**src/rtl/hcbd_pkg.sv**
```systemverilog
// ----------------------------------------------------------------------------
// hcbd_pkg
// shared types, constants and helpers of the chunked body decoder
// ----------------------------------------------------------------------------
package hcbd_pkg;

	localparam int COUNT_BITS_DEF = 32;
	localparam int BYTE_W         = 8;
	localparam int SIZE_W         = 32;
	localparam int LEN_W          = 32;
	localparam int OUT_TDATA_W    = 48;
	localparam int OQ_DEPTH       = 4;
	localparam int OQ_AW          = $clog2(OQ_DEPTH);

	localparam logic [BYTE_W-1:0] CH_CR   = 8'h0D;
	localparam logic [BYTE_W-1:0] CH_LF   = 8'h0A;
	localparam logic [BYTE_W-1:0] CH_SEMI = 8'h3B;

	localparam logic KIND_PAYLOAD = 1'b0;
	localparam logic KIND_STATUS  = 1'b1;

	typedef struct packed {
		logic              kind;
		logic [BYTE_W-1:0] payload;
		logic              status;
		logic [LEN_W-1:0]  length;
		logic              last;
	} res_t;

	typedef struct packed {
		logic [1:0] n;
		res_t       r0;
		res_t       r1;
	} push_t;

	typedef struct packed {
		logic       valid;
		logic [3:0] value;
	} hex_t;

	function automatic hex_t hex_decode(input logic [BYTE_W-1:0] c);
		hex_t h;
		h.valid = 1'b1;
		h.value = 4'd0;
		if (c >= 8'h30 && c <= 8'h39) begin
			h.value = c[3:0];
		end else if ((c >= 8'h61 && c <= 8'h66) || (c >= 8'h41 && c <= 8'h46)) begin
			h.value = 4'(c[2:0] + 3'd1) + 4'd8;
		end else begin
			h.valid = 1'b0;
		end
		return h;
	endfunction

endpackage

```
**src/rtl/hcbd_core.sv**
```systemverilog
// ----------------------------------------------------------------------------
// hcbd_core
// header / data / trailer parser state and one-step result generation
// ----------------------------------------------------------------------------
module hcbd_core import hcbd_pkg::*; #(
	parameter int COUNT_BITS = COUNT_BITS_DEF
) (
	input  logic              clk,
	input  logic              arst_n,
	input  logic              fire,
	input  logic [BYTE_W-1:0] body_byte,
	input  logic              byte_present,
	input  logic              end_of_body,
	output push_t             push
);

	localparam logic [2:0] PH_HDR_START  = 3'd0;
	localparam logic [2:0] PH_HDR_DIGITS = 3'd1;
	localparam logic [2:0] PH_EXT        = 3'd2;
	localparam logic [2:0] PH_DATA       = 3'd3;
	localparam logic [2:0] PH_TRAIL      = 3'd4;
	localparam logic [2:0] PH_TRAIL_CR   = 3'd5;
	localparam logic [2:0] PH_DONE       = 3'd6;
	localparam logic [2:0] PH_ERROR      = 3'd7;

	logic [2:0]            phase_q, phase_nx;
	logic [SIZE_W-1:0]     size_q, size_nx;
	logic [SIZE_W-1:0]     left_q, left_nx;
	logic [COUNT_BITS-1:0] cnt_q, cnt_nx;
	logic                  emit_pay;
	logic                  status;
	hex_t                  hx;
	res_t                  pay_r, stat_r;

	always_comb begin
		hx       = hex_decode(body_byte);
		phase_nx = phase_q;
		size_nx  = size_q;
		left_nx  = left_q;
		emit_pay = 1'b0;
		if (byte_present) begin
			unique case (phase_q)
				PH_HDR_START: begin
					phase_nx = hx.valid ? PH_HDR_DIGITS : PH_ERROR;
					size_nx  = hx.valid ? SIZE_W'(hx.value) : size_q;
				end
				PH_HDR_DIGITS: begin
					if (body_byte == CH_CR || body_byte == CH_SEMI) begin
						phase_nx = PH_EXT;
					end else if (!hx.valid) begin
						phase_nx = PH_ERROR;
					end else begin
						size_nx = {size_q[SIZE_W-5:0], hx.value};
					end
				end
				PH_EXT: begin
					if (body_byte == CH_LF) begin
						if (size_q == '0) begin
							phase_nx = PH_DONE;
						end else begin
							left_nx  = size_q;
							phase_nx = PH_DATA;
						end
					end
				end
				PH_DATA: begin
					left_nx  = left_q - SIZE_W'(1);
					emit_pay = 1'b1;
					if (left_q == SIZE_W'(1)) begin
						phase_nx = PH_TRAIL;
					end
				end
				PH_TRAIL: begin
					if (body_byte == CH_CR) begin
						phase_nx = PH_TRAIL_CR;
					end else begin
						phase_nx = hx.valid ? PH_HDR_DIGITS : PH_ERROR;
						size_nx  = hx.valid ? SIZE_W'(hx.value) : size_q;
					end
				end
				PH_TRAIL_CR: begin
					phase_nx = (body_byte == CH_LF) ? PH_HDR_START : PH_ERROR;
				end
				PH_DONE, PH_ERROR: begin
				end
				default: begin
				end
			endcase
		end
		cnt_nx = cnt_q + COUNT_BITS'(emit_pay);
		unique case (phase_nx) inside
			PH_HDR_START, PH_TRAIL, PH_DONE: status = 1'b0;
			PH_HDR_DIGITS, PH_EXT:           status = (size_nx != '0);
			default:                         status = 1'b1;
		endcase
	end

	always_comb begin
		pay_r.kind    = KIND_PAYLOAD;
		pay_r.payload = body_byte;
		pay_r.status  = 1'b0;
		pay_r.length  = '0;
		pay_r.last    = 1'b0;

		stat_r.kind    = KIND_STATUS;
		stat_r.payload = '0;
		stat_r.status  = status;
		stat_r.length  = LEN_W'(cnt_nx);
		stat_r.last    = 1'b1;

		push.n  = fire ? (2'(emit_pay) + 2'(end_of_body)) : 2'd0;
		push.r0 = emit_pay ? pay_r : stat_r;
		push.r1 = stat_r;
	end

	always_ff @(posedge clk or negedge arst_n) begin
		if (!arst_n) begin
			phase_q <= PH_HDR_START;
			size_q  <= '0;
			left_q  <= '0;
			cnt_q   <= '0;
		end else if (fire) begin
			if (end_of_body) begin
				phase_q <= PH_HDR_START;
				size_q  <= '0;
				left_q  <= '0;
				cnt_q   <= '0;
			end else begin
				phase_q <= phase_nx;
				size_q  <= size_nx;
				left_q  <= left_nx;
				cnt_q   <= cnt_nx;
			end
		end
	end

	a_eob_clears: assert property (@(posedge clk) disable iff (!arst_n)
		fire && end_of_body |=> phase_q == PH_HDR_START && cnt_q == '0)
		else $error("state not cleared after end of body");

	a_data_has_left: assert property (@(posedge clk) disable iff (!arst_n)
		phase_q == PH_DATA |-> left_q != '0)
		else $error("data phase with no bytes left");

	a_payload_only_in_data: assert property (@(posedge clk) disable iff (!arst_n)
		emit_pay |-> phase_q == PH_DATA && byte_present)
		else $error("payload emitted outside chunk data");

	a_count_step: assert property (@(posedge clk) disable iff (!arst_n)
		fire && !end_of_body |=> cnt_q == $past(cnt_q) + COUNT_BITS'($past(emit_pay)))
		else $error("payload count off");

endmodule

```
**src/rtl/hcbd_outq.sv**
```systemverilog
// ----------------------------------------------------------------------------
// hcbd_outq
// result queue, takes up to two results per cycle and delivers one
// ----------------------------------------------------------------------------
module hcbd_outq import hcbd_pkg::*; (
	input  logic  clk,
	input  logic  arst_n,
	input  push_t push,
	output logic  room,
	output logic  out_valid,
	input  logic  out_ready,
	output res_t  out_res
);

	res_t              mem_q [OQ_DEPTH];
	logic [OQ_AW-1:0]  wr_q, rd_q;
	logic [OQ_AW:0]    cnt_q;
	logic              pop;

	assign out_valid = (cnt_q != '0);
	assign out_res   = mem_q[rd_q];
	assign pop       = out_valid && out_ready;
	assign room      = (cnt_q <= (OQ_AW+1)'(OQ_DEPTH - 2));

	always_ff @(posedge clk) begin
		if (push.n != 2'd0) begin
			mem_q[wr_q] <= push.r0;
		end
		if (push.n == 2'd2) begin
			mem_q[wr_q + OQ_AW'(1)] <= push.r1;
		end
	end

	always_ff @(posedge clk or negedge arst_n) begin
		if (!arst_n) begin
			wr_q  <= '0;
			rd_q  <= '0;
			cnt_q <= '0;
		end else begin
			wr_q  <= wr_q + OQ_AW'(push.n);
			rd_q  <= rd_q + OQ_AW'(pop);
			cnt_q <= cnt_q + (OQ_AW+1)'(push.n) - (OQ_AW+1)'(pop);
		end
	end

	a_no_overflow: assert property (@(posedge clk) disable iff (!arst_n)
		cnt_q <= (OQ_AW+1)'(OQ_DEPTH))
		else $error("result queue overflow");

	a_push_needs_room: assert property (@(posedge clk) disable iff (!arst_n)
		push.n != 2'd0 |-> room)
		else $error("push without room");

	a_no_triple: assert property (@(posedge clk) disable iff (!arst_n)
		push.n != 2'd3)
		else $error("illegal push count");

endmodule

```
**src/rtl/http_chunked_body_decoder.sv**
```systemverilog
// path: a result passes the input stage register and then the result queue
// throughput: one byte per cycle while the queue has room; an item with a payload
//   byte and a status report leaves as two results from the single-read result queue
// reset: arst_n clears the parser state, the input stage and the queue at once
// ----------------------------------------------------------------------------
// http_chunked_body_decoder
// decodes a chunked transfer body byte by byte, emits payload and end status
// ----------------------------------------------------------------------------
module http_chunked_body_decoder import hcbd_pkg::*; #(
	parameter int COUNT_BITS = COUNT_BITS_DEF
) (
	input  logic                   clk,
	input  logic                   arst_n,
	input  logic                   s_axis_tvalid,
	output logic                   s_axis_tready,
	input  logic [BYTE_W-1:0]      s_axis_tdata,  // body_byte
	input  logic                   s_axis_tuser,  // byte_present
	input  logic                   s_axis_tlast,  // end_of_body
	output logic                   m_axis_tvalid,
	input  logic                   m_axis_tready,
	output logic [OUT_TDATA_W-1:0] m_axis_tdata,  // payload_byte, decode_status, decoded_length
	output logic                   m_axis_tuser,  // item_kind
	output logic                   m_axis_tlast   // last_result
);

	logic              v_s1;
	logic [BYTE_W-1:0] byte_s1;
	logic              pres_s1;
	logic              eob_s1;
	logic              room;
	logic              fire;
	push_t             push;
	res_t              res;

	assign fire          = v_s1 && room;
	assign s_axis_tready = !v_s1 || room;

	always_ff @(posedge clk or negedge arst_n) begin
		if (!arst_n) begin
			v_s1 <= 1'b0;
		end else if (s_axis_tready) begin
			v_s1 <= s_axis_tvalid;
		end
	end

	always_ff @(posedge clk) begin
		if (s_axis_tvalid && s_axis_tready) begin
			byte_s1 <= s_axis_tdata;
			pres_s1 <= s_axis_tuser;
			eob_s1  <= s_axis_tlast;
		end
	end

	hcbd_core #(
		.COUNT_BITS(COUNT_BITS)
	) u_core (
		.clk         (clk),
		.arst_n      (arst_n),
		.fire        (fire),
		.body_byte   (byte_s1),
		.byte_present(pres_s1),
		.end_of_body (eob_s1),
		.push        (push)
	);

	hcbd_outq u_outq (
		.clk      (clk),
		.arst_n   (arst_n),
		.push     (push),
		.room     (room),
		.out_valid(m_axis_tvalid),
		.out_ready(m_axis_tready),
		.out_res  (res)
	);

	assign m_axis_tdata = OUT_TDATA_W'({res.length, res.status, res.payload});
	assign m_axis_tuser = res.kind;
	assign m_axis_tlast = res.last;

endmodule

```
**config.mk**
```make
export PLATFORM = sky130hd
export DESIGN_NAME = http_chunked_body_decoder
export DESIGN_NICKNAME = d
export VERILOG_FILES = /design/src/rtl/hcbd_pkg.sv /design/src/rtl/hcbd_core.sv /design/src/rtl/hcbd_outq.sv /design/src/rtl/http_chunked_body_decoder.sv
export SDC_FILE = /design/constraint.sdc
export NUM_CORES = 1
export LEC_CHECK = 0
export BUFFER_PORTS_ARGS = -buffer_cell sky130_fd_sc_hd__buf_2
export CORE_MARGIN = 10
export CORE_UTILIZATION = 45
export CTS_CLUSTER_DIAMETER = 200
export DETAILED_ROUTE_END_ITERATION = 8
export PLACE_DENSITY_LB_ADDON = 0.1
export SLEW_MARGIN = 20
export SYNTH_ARGS = -nofsm -noshare
export SYNTH_HDL_FRONTEND = slang
export SYNTH_HIERARCHICAL = 1
export SYNTH_SLANG_ARGS = --single-unit
```
**constraint.sdc**
```tcl
create_clock -name clk -period 5.6 [get_ports clk]
set_input_delay 0.84 -clock clk [delete_from_list [all_inputs] [get_ports clk]]
set_output_delay 0.84 -clock clk [all_outputs]
set_load 0.01 [all_outputs]
```
Word-level counts from Yosys, hierarchy flattened
Memory sizes are Yosys's and may differ from the RTL's.
Cells that the tools add are included.
{"block": "word_totals", "regBits": 117, "ram_bits": 172, "inputBits": 14, "out_inout_bits": 52, "wordCells": 103, "mem_count": 1}
{"block": "classes", "n_addsub": 10, "n_lt_le_gt_ge": 7, "n_eq_ne": 16, "n_mux": 37, "reduce_logical": 21}
{"name": "u_outq.mem_q", "depth": 4, "word_bits": 43, "rd": 1, "rd_ports_with_merged_regs": 0, "wr": 2, "line_no": "hcbd_outq.sv:15", "rtl": "res_t mem_q [OQ_DEPTH];"}
{"op": "32-bit two-way mux", "n": 11}
{"op": "32-bit case mux with 3 select lines", "n": 1}
{"op": "32-bit case mux with 2 select lines", "n": 1}
{"op": "43-bit two-way mux", "n": 1}
{"op": "32-bit by 1-bit adder with 32-bit output", "n": 1}
{"op": "32-bit by 1-bit == test with 1-bit output (second input constant)", "n": 1}
{"op": "32-bit logical NOT", "n": 1}
{"op": "32-bit nonzero test", "n": 1}
{"op": "32-bit by 1-bit subtractor with 32-bit output (second input constant)", "n": 1}
{"op": "3-bit two-way mux", "n": 10}
{"op": "3-bit case mux with 6 select lines", "n": 1}
{"op": "8-bit by 4-bit == test with 1-bit output (second input constant)", "n": 2}
{"op": "8-bit by 7-bit greater-or-equal comparator with 1-bit output (second input constant)", "n": 2}
{"op": "8-bit by 7-bit less-or-equal comparator with 1-bit output (second input constant)", "n": 2}
{"op": "3-bit == test (second input constant)", "n": 4}
{"op": "3-bit by 2-bit == test with 1-bit output (second input constant)", "n": 3}
{"op": "8-bit by 6-bit == test with 1-bit output (second input constant)", "n": 1}
{"op": "8-bit by 6-bit greater-or-equal comparator with 1-bit output (second input constant)", "n": 1}
{"op": "8-bit by 6-bit less-or-equal comparator with 1-bit output (second input constant)", "n": 1}
{"op": "1-bit two-way mux", "n": 8}
{"op": "4-bit two-way mux", "n": 2}
{"op": "3-bit by 1-bit == test with 1-bit output (second input constant)", "n": 2}
{"op": "1-bit logical AND", "n": 6}
{"op": "3-bit logical NOT", "n": 2}
{"op": "other kinds (21)", "n": 25}

Longest topological paths before layout
{"block": "depth", "depth_word": 13, "ltp_mapped": 15, "mapped_depth_nobuf": 14}

Modules after synthesis
The synthesis kept the hierarchy.
{"module": "hcbd_outq", "instances": 1, "cells_each": 456, "area_each_um2": 8770.9, "seq_area_each_um2": 5340.1}
{"module": "hcbd_core", "instances": 1, "cells_each": 821, "area_each_um2": 6557.5, "seq_area_each_um2": 2477.4}
{"module": "http_chunked_body_decoder", "instances": 1, "cells_each": 23, "area_each_um2": 416.6, "seq_area_each_um2": 325.3}

Least setup slack after synthesis
Ideal clock, no wire load.
{"block": "synth_timing", "path_type": "register -> register", "start": "register u_core.phase_q[0]", "end": "memory u_outq/mem_q[0][0] (netlist name), enable pin", "setup_time_ps": 503, "t_arrival_ps": 4982, "required_time_ps": 5097, "setup_slack_ps": 115, "stages_incl_launch_ff": 10, "n_path_buf": 2, "period_less_slack_ps": 5485, "path_cell_list": "dfrtp_1 > clkbuf_1 > and2_1 > nand2_1 > inv_1 > buf_1 > ha_1 > and2_1 > o21bai_1 > o21ai_0"}
{"item": "start: declaration", "line_no": "hcbd_core.sv:26", "rtl": "logic [2:0] phase_q, phase_nx;"}
{"item": "start signal: assignment", "line_no": "hcbd_core.sv:129", "rtl": "phase_q <= phase_nx;"}
{"item": "end: declaration", "line_no": "hcbd_outq.sv:15"}

==> impl_metrics.ini <==
[status]
status = finished, final reports clean

[sta]
worst_clock_skew_ns = 0.0227
worst_slew_pin_slew_ns = 1.01
number_of_pins_exceeding_their_max_slew_limit_in_the_final_report = 0
post-route-min-period_ns = 4.13
maximum_clock_frequency_mhz = 242
fin_tns_setup_ns = 0
final.period_utilization_pct = 73.8
timing.final.hold_violations = 0
relSlewSlack_pct = 32.5
finalSetupViolations = 0
rsz0062_at_grt = false

[floorplan]
die_y_um = 207
num_rows = 68
overall_die_area_sq_um = 42900
initial_core_util_pct = 45.6
die_x_um = 207
pin_count = 66
placeableCoreArea_sq_um = 34500

[clocking]
cts.sinks = 289
clock_latency_ns = 0.53
cts_root_buffer = sky130_fd_sc_hd__clkbuf_16
holdBufCountCts = 0
tritoncts = yes
post_cts.resized_instances = 0
cts-root-to-sink-buffers = 3
htree_depth = 2
cts_made_buffers = 36
clkTransAtPathRegs_ns = 0.06
cts_setup_buffers = 0

[synthesis]
synth-seq-area-share_pct = 51.7
number_of_enable_flip_flop_cells_after_synthesis = 182
avgSynthCellArea_sq_um = 12.1
synth.most_common_cell = sky130_fd_sc_hd__edfxtp_1
synth_top_area_cell = sky130_fd_sc_hd__edfxtp_1
post_synth_main_area_contributors = sky130_fd_sc_hd__edfxtp_1 35%, sky130_fd_sc_hd__dfrtp_1 17%, sky130_fd_sc_hd__mux2_2 12%
syn_area_sq_um = 15700
synth.lib_cells_used.distinct = 78
postSynthCellCount = 1300
synth_common_cells = 182 x sky130_fd_sc_hd__edfxtp_1, 163 x sky130_fd_sc_hd__mux2_2, 107 x sky130_fd_sc_hd__dfrtp_1
post_synthesis_async_set_or_reset_flop_share_pct = 37.0
ys_ff_latch = 289
warning_count_from_the_yosys_run = 6
synth_ff_type = sky130_fd_sc_hd__edfxtp_1
yosysTopAreaCellShare_pct = 34.7

[setup_path]
worst-path-max-fanout = 25
r2r_cells = 10
critical_path_capture_point_type = flop
r2r_start = u_core/phase_q[1]
r2r_setup_slack_ns = 1.47
r2r_end = u_outq/mem_q[0][31]
setup.worst_path.start_class = flop
worstPathArrival_ns = 4.33
worst_ep_required_ns = 5.80
critPathKind = flop to flop

[pwr]
power_density_nw_per_um2 = 396
p_leak_uw = 0.00699
totalPowerFinal_uw = 6970
power.ir.vdd_worst_mv = 0.297

[place]
dpl.cell_count = 1755
place.gp.congestion = 0.870
dp_hpwl_um = 24800
place.port_buffers = 58

[flow_run]
maxCapViolCount = 0

[route]
drtPass1Iterations = 5
drt_iter0_markers = 697
vias_after_detailed_routing = 10500
drt-total-wl_um = 39400
detail-route-antenna-nets = 0
post_dr_vias_cell = 5.77
detail_route.drc_violations = 0
avgRoutedWirePerCell_um = 21.6

[cells_and_area]
layout-drive-gt1-share_pct = 27.5
layout.nets = 1367
postLayoutCoreUtil_pct = 50.9
area_delta_synth_final_pct = 11.7
antenna-diode-count = 0
layoutNonFillerInstCount = 1822

[global_route]
first_global_vias = 10800
pin_count_of_the_biggest_net_entering_global_routing = 64
grt_antenna_before_repair = 1
grt_use_total_pct = 17.9
first_pass_grt_wire_length_um = 62500
global_route.overflow_total = 0

[hold_path]
hp-class = input pin to asynchronous set/reset pin
[area by class of cell]
cell class,count,area [sq um]
clock buffers,55,1060
inverters,39,146
multi-input cells,890,7030
repair buffers,83,509
fillers,3055,17000
well taps,455,569
clock inverters,11,119
flip-flops and latches,289,8150
[worst max-delay path: stages (launching register included)]
cell and delay, ns:
sky130_fd_sc_hd__dfrtp_1 0.57, sky130_fd_sc_hd__nor2b_1 0.32, sky130_fd_sc_hd__and2_1 0.23, sky130_fd_sc_hd__nand2_1 0.11
sky130_fd_sc_hd__inv_1 0.10, sky130_fd_sc_hd__buf_4 0.32, sky130_fd_sc_hd__ha_1 0.29, sky130_fd_sc_hd__and2_1 0.26
sky130_fd_sc_hd__nand4b_4 0.64, sky130_fd_sc_hd__o21ai_4 0.58, sky130_fd_sc_hd__buf_4 0.37
[cell usage in the layout (no fill, tap or decap), drive strengths merged, types with 13 or more instances in the layout]
cell | synthesis | final
edfxtp | 182 | 182
buf | 53 | 83
nand4 | 13 | 13
conb | 3 | 17
mux2 | 173 | 173
nand3 | 16 | 16
clkbuf | 43 | 55
nor2 | 92 | 92
o2bb2ai | 17 | 17
inv | 39 | 41
dfrtp | 107 | 107
and3 | 20 | 20
a22o | 14 | 14
and2 | 32 | 32
nand2 | 61 | 61
o21ai | 128 | 128
mux4 | 43 | 43
xor2 | 20 | 20
xnor2 | 17 | 17
a21oi | 49 | 49
ha | 13 | 13
nor4 | 27 | 27
nor3 | 23 | 23
[worst max path at each step]
stage | from | to | cells after the start
after floorplan | u_core/phase_q[0] | u_outq/mem_q[0][0] | 9
after detailed placement | u_core/phase_q[1] | u_outq/mem_q[0][14] | 10
after global placement | u_core/phase_q[1] | u_outq/mem_q[0][16] | 10
after global routing | u_core/phase_q[1] | u_outq/mem_q[0][31] | 10
after CTS | u_core/phase_q[1] | u_outq/mem_q[0][15] | 10
final | u_core/phase_q[1] | u_outq/mem_q[0][31] | 10
[power by group]
part	internal, uW	switching, uW	total [uW]	leakage (uW)
registers	2510	294	2800	0.00317
clock network	1410	900	2310	0.000580
logic	804	1050	1860	0.00325
total	4720	2250	6970	0.00699
[metrics by stage]
stage / cell area (sq um) / setup slack (ns) / hold slack [ns]
floorplan: 15800 / 0.115 / 0.455
global placement: 16400 / 1.56 / 0.479
detailed placement: 16400 / 1.47 / 0.483
CTS: 17600 / 1.44 / 0.417
global route: 17600 / 1.21 / 0.467
finish: 17600 / 1.47 / 0.419
[state kept, by name, indices dropped and copies added, names as in the netlist]
name and count:
u_core/size_q 32, eob_s1 1, u_outq/mem_q 172, u_core/left_q 32, u_outq/cnt_q 3, u_core/cnt_q 32
byte_s1 8, u_outq/rd_q 2, u_core/phase_q 3, v_s1 1, u_outq/wr_q 2, pres_s1 1
[per-layer routing]
metal | wire, um | part of all wire (%) | global-route usage, % | up-vias
met4 | 805 | 2.0 | 5.19 | 0
met1 | 17200 | 44 | 23.2 | 5267
met2 | 19700 | 50 | 30.4 | 236
met5 | 0 | 0 | 0 | -
li1 | - | - | - | 4959
met3 | 1600 | 4.1 | 2.51 | 60
[cells by family after synthesis]
group                      count (synthesis)  share of synthesized area (%)
and+or+nand+nor                          335                           11.3
adders and majority gates                 14                           1.16
other                                      3                         0.0715
AOI/OAI and AO/OA                        269                           10.4
DFF                                      289                           51.7
buffers and inverters                    135                           4.43
xor gates and xnor gates                  37                           2.06
muxes                                    218                           18.9
Power figures use the tool's default switching activity.
